--- src/rtl/core/stack_machine_execute_unit_core_macros.svh ---
// Assertion macros shared by the stack machine execute unit.
`ifndef STACK_MACHINE_EXECUTE_UNIT_CORE_MACROS_SVH
`define STACK_MACHINE_EXECUTE_UNIT_CORE_MACROS_SVH
// Implication checked at every edge outside reset.
`define SMEU_ASSERT_IMP(label, clk, rst, ante, cons, msg) \
  label: assert property (@(posedge clk) disable iff (rst) (ante) |-> (cons)) else $error(msg);
// Next-cycle implication checked outside reset.
`define SMEU_ASSERT_NEXT(label, clk, rst, ante, cons, msg) \
  label: assert property (@(posedge clk) disable iff (rst) (ante) |=> (cons)) else $error(msg);
`endif

--- src/rtl/core/smeu_pkg.sv ---
// Package with opcodes, status codes and shared types of the execute unit.
package smeu_pkg;
  localparam int StackDepth = 256;
  localparam int ProgramDepth = 256;
  localparam int SpW = $clog2(StackDepth);
  localparam int DepW = SpW + 1;

  localparam logic [4:0] OP_PUSH = 5'd0;
  localparam logic [4:0] OP_ADD = 5'd1;
  localparam logic [4:0] OP_SUB = 5'd2;
  localparam logic [4:0] OP_MUL = 5'd3;
  localparam logic [4:0] OP_DIV = 5'd4;
  localparam logic [4:0] OP_MOD = 5'd5;
  localparam logic [4:0] OP_REM = 5'd6;
  localparam logic [4:0] OP_LT = 5'd7;
  localparam logic [4:0] OP_GT = 5'd8;
  localparam logic [4:0] OP_EQ = 5'd9;
  localparam logic [4:0] OP_NOT = 5'd10;
  localparam logic [4:0] OP_AND = 5'd11;
  localparam logic [4:0] OP_OR = 5'd12;
  localparam logic [4:0] OP_DUPE = 5'd13;
  localparam logic [4:0] OP_SWAP = 5'd14;
  localparam logic [4:0] OP_DROP = 5'd15;
  localparam logic [4:0] OP_EMIT = 5'd16;
  localparam logic [4:0] OP_HALT = 5'd17;
  localparam logic [4:0] OP_GOTO = 5'd18;
  localparam logic [4:0] OP_JUMP_UNLESS = 5'd19;

  localparam logic [2:0] ST_OK = 3'd0;
  localparam logic [2:0] ST_UNDERFLOW = 3'd1;
  localparam logic [2:0] ST_OVERFLOW = 3'd2;
  localparam logic [2:0] ST_DIV_ZERO = 3'd3;
  localparam logic [2:0] ST_BAD_TARGET = 3'd4;
  localparam logic [2:0] ST_HALTED = 3'd5;

  // Commands from the controller to the datapath.
  typedef struct packed {
    logic       load;      // capture the instruction and read the top entry
    logic       cap_a;     // capture the top read data
    logic       cap_b;     // capture the second read data
    logic       div_start; // launch the divider
    logic       finish;    // compute and commit the result
    logic       write2;    // second write of swap
  } ctrl_t;

  // Status from the datapath to the controller.
  typedef struct packed {
    logic       is_div;
    logic       div_done;
    logic       is_swap;
  } stat_t;
endpackage

--- src/rtl/core/smeu_ctrl.sv ---
// Controller state machine of the execute unit.
`include "stack_machine_execute_unit_core_macros.svh"
module smeu_ctrl (
  input  logic           clk,
  input  logic           rst,
  input  logic           in_valid,
  output logic           in_ready,
  output logic           out_valid,
  input  logic           out_ready,
  input  smeu_pkg::stat_t st,
  output smeu_pkg::ctrl_t cmd
);
  typedef enum logic [2:0] {
    S_IDLE, S_READ, S_CAP, S_DIV, S_EXEC, S_SWAP, S_OUT
  } state_t;

  state_t state, state_next;

  assign in_ready = (state == S_IDLE);
  assign out_valid = (state == S_OUT);

  always_comb begin
    state_next = state;
    cmd = '0;
    case (state)
      S_IDLE: begin
        if (in_valid) begin
          cmd.load = 1'b1;
          state_next = S_READ;
        end
      end
      S_READ: begin
        cmd.cap_a = 1'b1;
        state_next = S_CAP;
      end
      S_CAP: begin
        cmd.cap_b = 1'b1;
        if (st.is_div) begin
          state_next = S_DIV;
        end else begin
          state_next = S_EXEC;
        end
      end
      S_DIV: begin
        if (st.div_done) begin
          state_next = S_EXEC;
        end
      end
      S_EXEC: begin
        cmd.finish = 1'b1;
        state_next = st.is_swap ? S_SWAP : S_OUT;
      end
      S_SWAP: begin
        cmd.write2 = 1'b1;
        state_next = S_OUT;
      end
      S_OUT: begin
        if (out_ready) begin
          state_next = S_IDLE;
        end
      end
      default: state_next = S_IDLE;
    endcase
    // The divider is launched on the edge that enters the wait state.
    if (state == S_CAP && st.is_div) begin
      cmd.div_start = 1'b1;
    end
  end

  always_ff @(posedge clk) begin
    if (rst) begin
      state <= S_IDLE;
    end else begin
      state <= state_next;
    end
  end

  `SMEU_ASSERT_IMP(a_ready_idle, clk, rst, in_ready, !out_valid, "ready while result pending")
  `SMEU_ASSERT_NEXT(a_load_read, clk, rst, cmd.load, state == S_READ, "load not followed by read")
  `SMEU_ASSERT_NEXT(a_out_hold, clk, rst, out_valid && !out_ready, out_valid, "result dropped")
endmodule

--- config.mk ---
export PLATFORM = sky130hd
export DESIGN_NAME = smeu_ctrl
export DESIGN_NICKNAME = d
export VERILOG_FILES = /design/src/rtl/core/smeu_pkg.sv /design/src/rtl/core/smeu_ctrl.sv
export VERILOG_INCLUDE_DIRS = /design/src /design/src/rtl/core
export SDC_FILE = /design/constraint.sdc
export NUM_CORES = 1
export LEC_CHECK = 0
export CAP_MARGIN = 10
export CELL_PAD_IN_SITES_DETAIL_PLACEMENT = 0
export CELL_PAD_IN_SITES_GLOBAL_PLACEMENT = 1
export CORE_AREA = 2 2 39 41
export CTS_CLUSTER_SIZE = 14
export DETAILED_ROUTE_END_ITERATION = 6
export DIE_AREA = 0 0 41 43
export DONT_BUFFER_PORTS = 1
export PLACE_DENSITY_LB_ADDON = 0.2
export SYNTH_ARGS = -nofsm -noshare
export SYNTH_HDL_FRONTEND = slang
export SYNTH_SLANG_ARGS = --single-unit
--- constraint.sdc ---
create_clock -name clk -period 2.9 [get_ports clk]
set_clock_uncertainty 0.15 [all_clocks]
set_input_delay 0.29 -clock clk [delete_from_list [all_inputs] [get_ports clk]]
set_output_delay 0.29 -clock clk [all_outputs]
set_load 0.02 [all_outputs]
==> impl_metrics.tcl <==
set metrics [dict create \
    cts_tree "yes" \
    coreArea_sq_um 1380 \
    hold_path.class "in2reg" \
    grt_pass1_wl_um 1000 \
    drt_first_pass_iters 2 \
    fin_tns_setup_ps 0 \
    fp.dieH_um 43 \
    rows 14 \
    start_kind "flop" \
    postCtsSetupBuffers 0 \
    largest_reg_flops 3 \
    route.detailed.drc 0 \
    clockBufferDepth 2 \
    io_buffers 0 \
    syn-cell-area_sq_um 272 \
    cpPeakStageDelay_ps 550 \
    seq_area_frac_synth_pct 22.1 \
    critPathRequiredTime_ps 2460 \
    io_pins 15 \
    grt_use_total_pct 8.32 \
    setup_viol 0 \
    cts_resized 0 \
    wire_per_inst_um 12.3 \
    crit_chain "inv_1, nor3_1" \
    timing.final.crit_share_pct 63.8 \
    largestRegisters "state: 3 flops" \
    path_clk_slew_ps 40 \
    netlist_instances 34 \
    grt_pass1_vias 247 \
    wl_um 642 \
    worst_pin_slew_ps 621 \
    final_nets 44 \
    min_period_ps 1850 \
    synth_seq_cells 3 \
    cts-root-buf "clkbuf_4" \
    finalNonFillerCells 52 \
    synth_cell_types 20 \
    cts_hold_buffers 1 \
    hold_viol 0 \
    outcome "completed" \
    cts_sinks 3 \
    via_per_inst 4.67 \
    syn_avg_cell_area_sq_um 7.99 \
    maxCapViolations 0 \
    start_util_pct 19.6 \
    gp_congestion 0.649 \
    worst-path-buf-inv 1 \
    antenna_found_initial 0 \
    drive_gt1_share_pct 19.4 \
    worst-setup-path-type "reg2out" \
    regMostFlops "state" \
    crit_path_top_delay_cell "nor3_1" \
    clk_latency_ps 230 \
    die_w_um 41 \
    ant_nets 0 \
    fmax_mhz 541 \
    ir_drop_mv 0.296 \
    cp-end-kind "output pin" \
    syn_to_final_growth_pct 9.68 \
    relSlewSlack_pct 58.3 \
    ys.warnings.count 0 \
    hpwl_um 493 \
    grt_setup_unrepaired "false" \
    crit_fanout 11 \
    htree_num_levels 1 \
    dp.cells 47 \
    p_leak_nw 0.106 \
    first_iter_violations 2 \
    cp.arrival_ps 1410 \
    synth_top_area_share_pct 22.1 \
    grt_max_degree 15 \
    power_density_nw_per_um2 684 \
    synth_top_cell_by_area "dfxtp_1" \
    slew_violations 0 \
    cts_buffers 3 \
    grt-ovfl-total 0 \
    dr_total_vias 243 \
    synth_fp_nets 41 \
    diodes 0 \
    synthTopCellsByArea "dfxtp_1 22%, buf_6 8.3%, a21oi_1 7.4%, nor2_1 5.5%, a31oi_1 4.6%" \
    cp_top_family "simple AND/OR/NAND/NOR gates" \
    die-area_sq_um 1760 \
]
per-stage QoR:
step	util (%)	total power [mW]	hold slack, ps	area [sq um]	worst slack, ps
after floorplan	-	0.133	209	272	1380
after global placement	18.9	0.132	215	262	1280
after detailed placement	18.9	0.132	214	262	1280
after CTS	21.5	0.209	98.2	298	1020
after global routing	21.5	0.222	107	298	919
final	21.5	0.204	97.2	298	1050
placed cells by master (no fill, tap or decap), drive strengths merged, types with 2 or more instances in the layout:
cell type | netlist | routed
and2 | 2 | 2
a21oi | 4 | 4
and4bb | 2 | 2
nand2b | 2 | 2
nor2 | 4 | 4
dfxtp | 3 | 3
a31oi | 2 | 2
nor3 | 2 | 2
inv | 2 | 2
clkbuf | 0 | 4
o21ai | 2 | 2
per-layer routing:
metal	up-vias	global-route usage, %	wire, um
met1	106	9.90	260
met2	11	10.9	292
met5	-	0	0
li1	126	-	-
met4	0	2.00	0
met3	0	7.33	89
synth_stat cells:
library cell	count
a21oi_1	4
nor2_1	4
dfxtp_1	3
a31oi_1	2
and2_1	2
buf_6	2
inv_1	2
nand2b_1	2
o21ai_0	2
and3_1	1
and4bb_1	1
and4bb_2	1
buf_4	1
mux2_2	1
nand3_1	1
nand4b_1	1
nor3_1	1
nor3_2	1
nor3b_2	1
o211ai_1	1
kinds of logic after synthesis:
family | count (synthesis) | synth area share (%)
compound gates | 9 | 18.4
mux | 1 | 4.15
simple gates | 16 | 41.5
buf+inv | 5 | 13.8
flops | 3 | 22.1
path summary, 6_finish.rpt:
| check | slack [ps] | end | cells after the start | from |
|---|---|---|---|---|
| worst min-delay path | 100 | state[0] | 2 | st[0] |
| worst max register to register | 1490 | state[0] | 3 | state[1] |
| worst max-delay path | 1050 | cmd[4] | 2 | state[0] |
| worst min register to register | 500 | state[1] | 2 | state[2] |
cell type report:
class	count	area, sq um
Clock buffer	4	26.3
Fill cell	164	1090
Inverter	2	7.51
Multi-Input combinational cell	26	174
Sequential cell	3	60.1
Tap cell	16	20.0
Timing Repair Buffer	1	10.0
where the power goes:
group | leakage [nW] | internal, mW | switching [mW]
clock | 0.0150 | 0.0516 | 0.0215
sequential | 0.0247 | 0.0482 | 0.0189
combinational | 0.0667 | 0.0242 | 0.0394
Note: power is estimated with default switching activity, not from simulation.
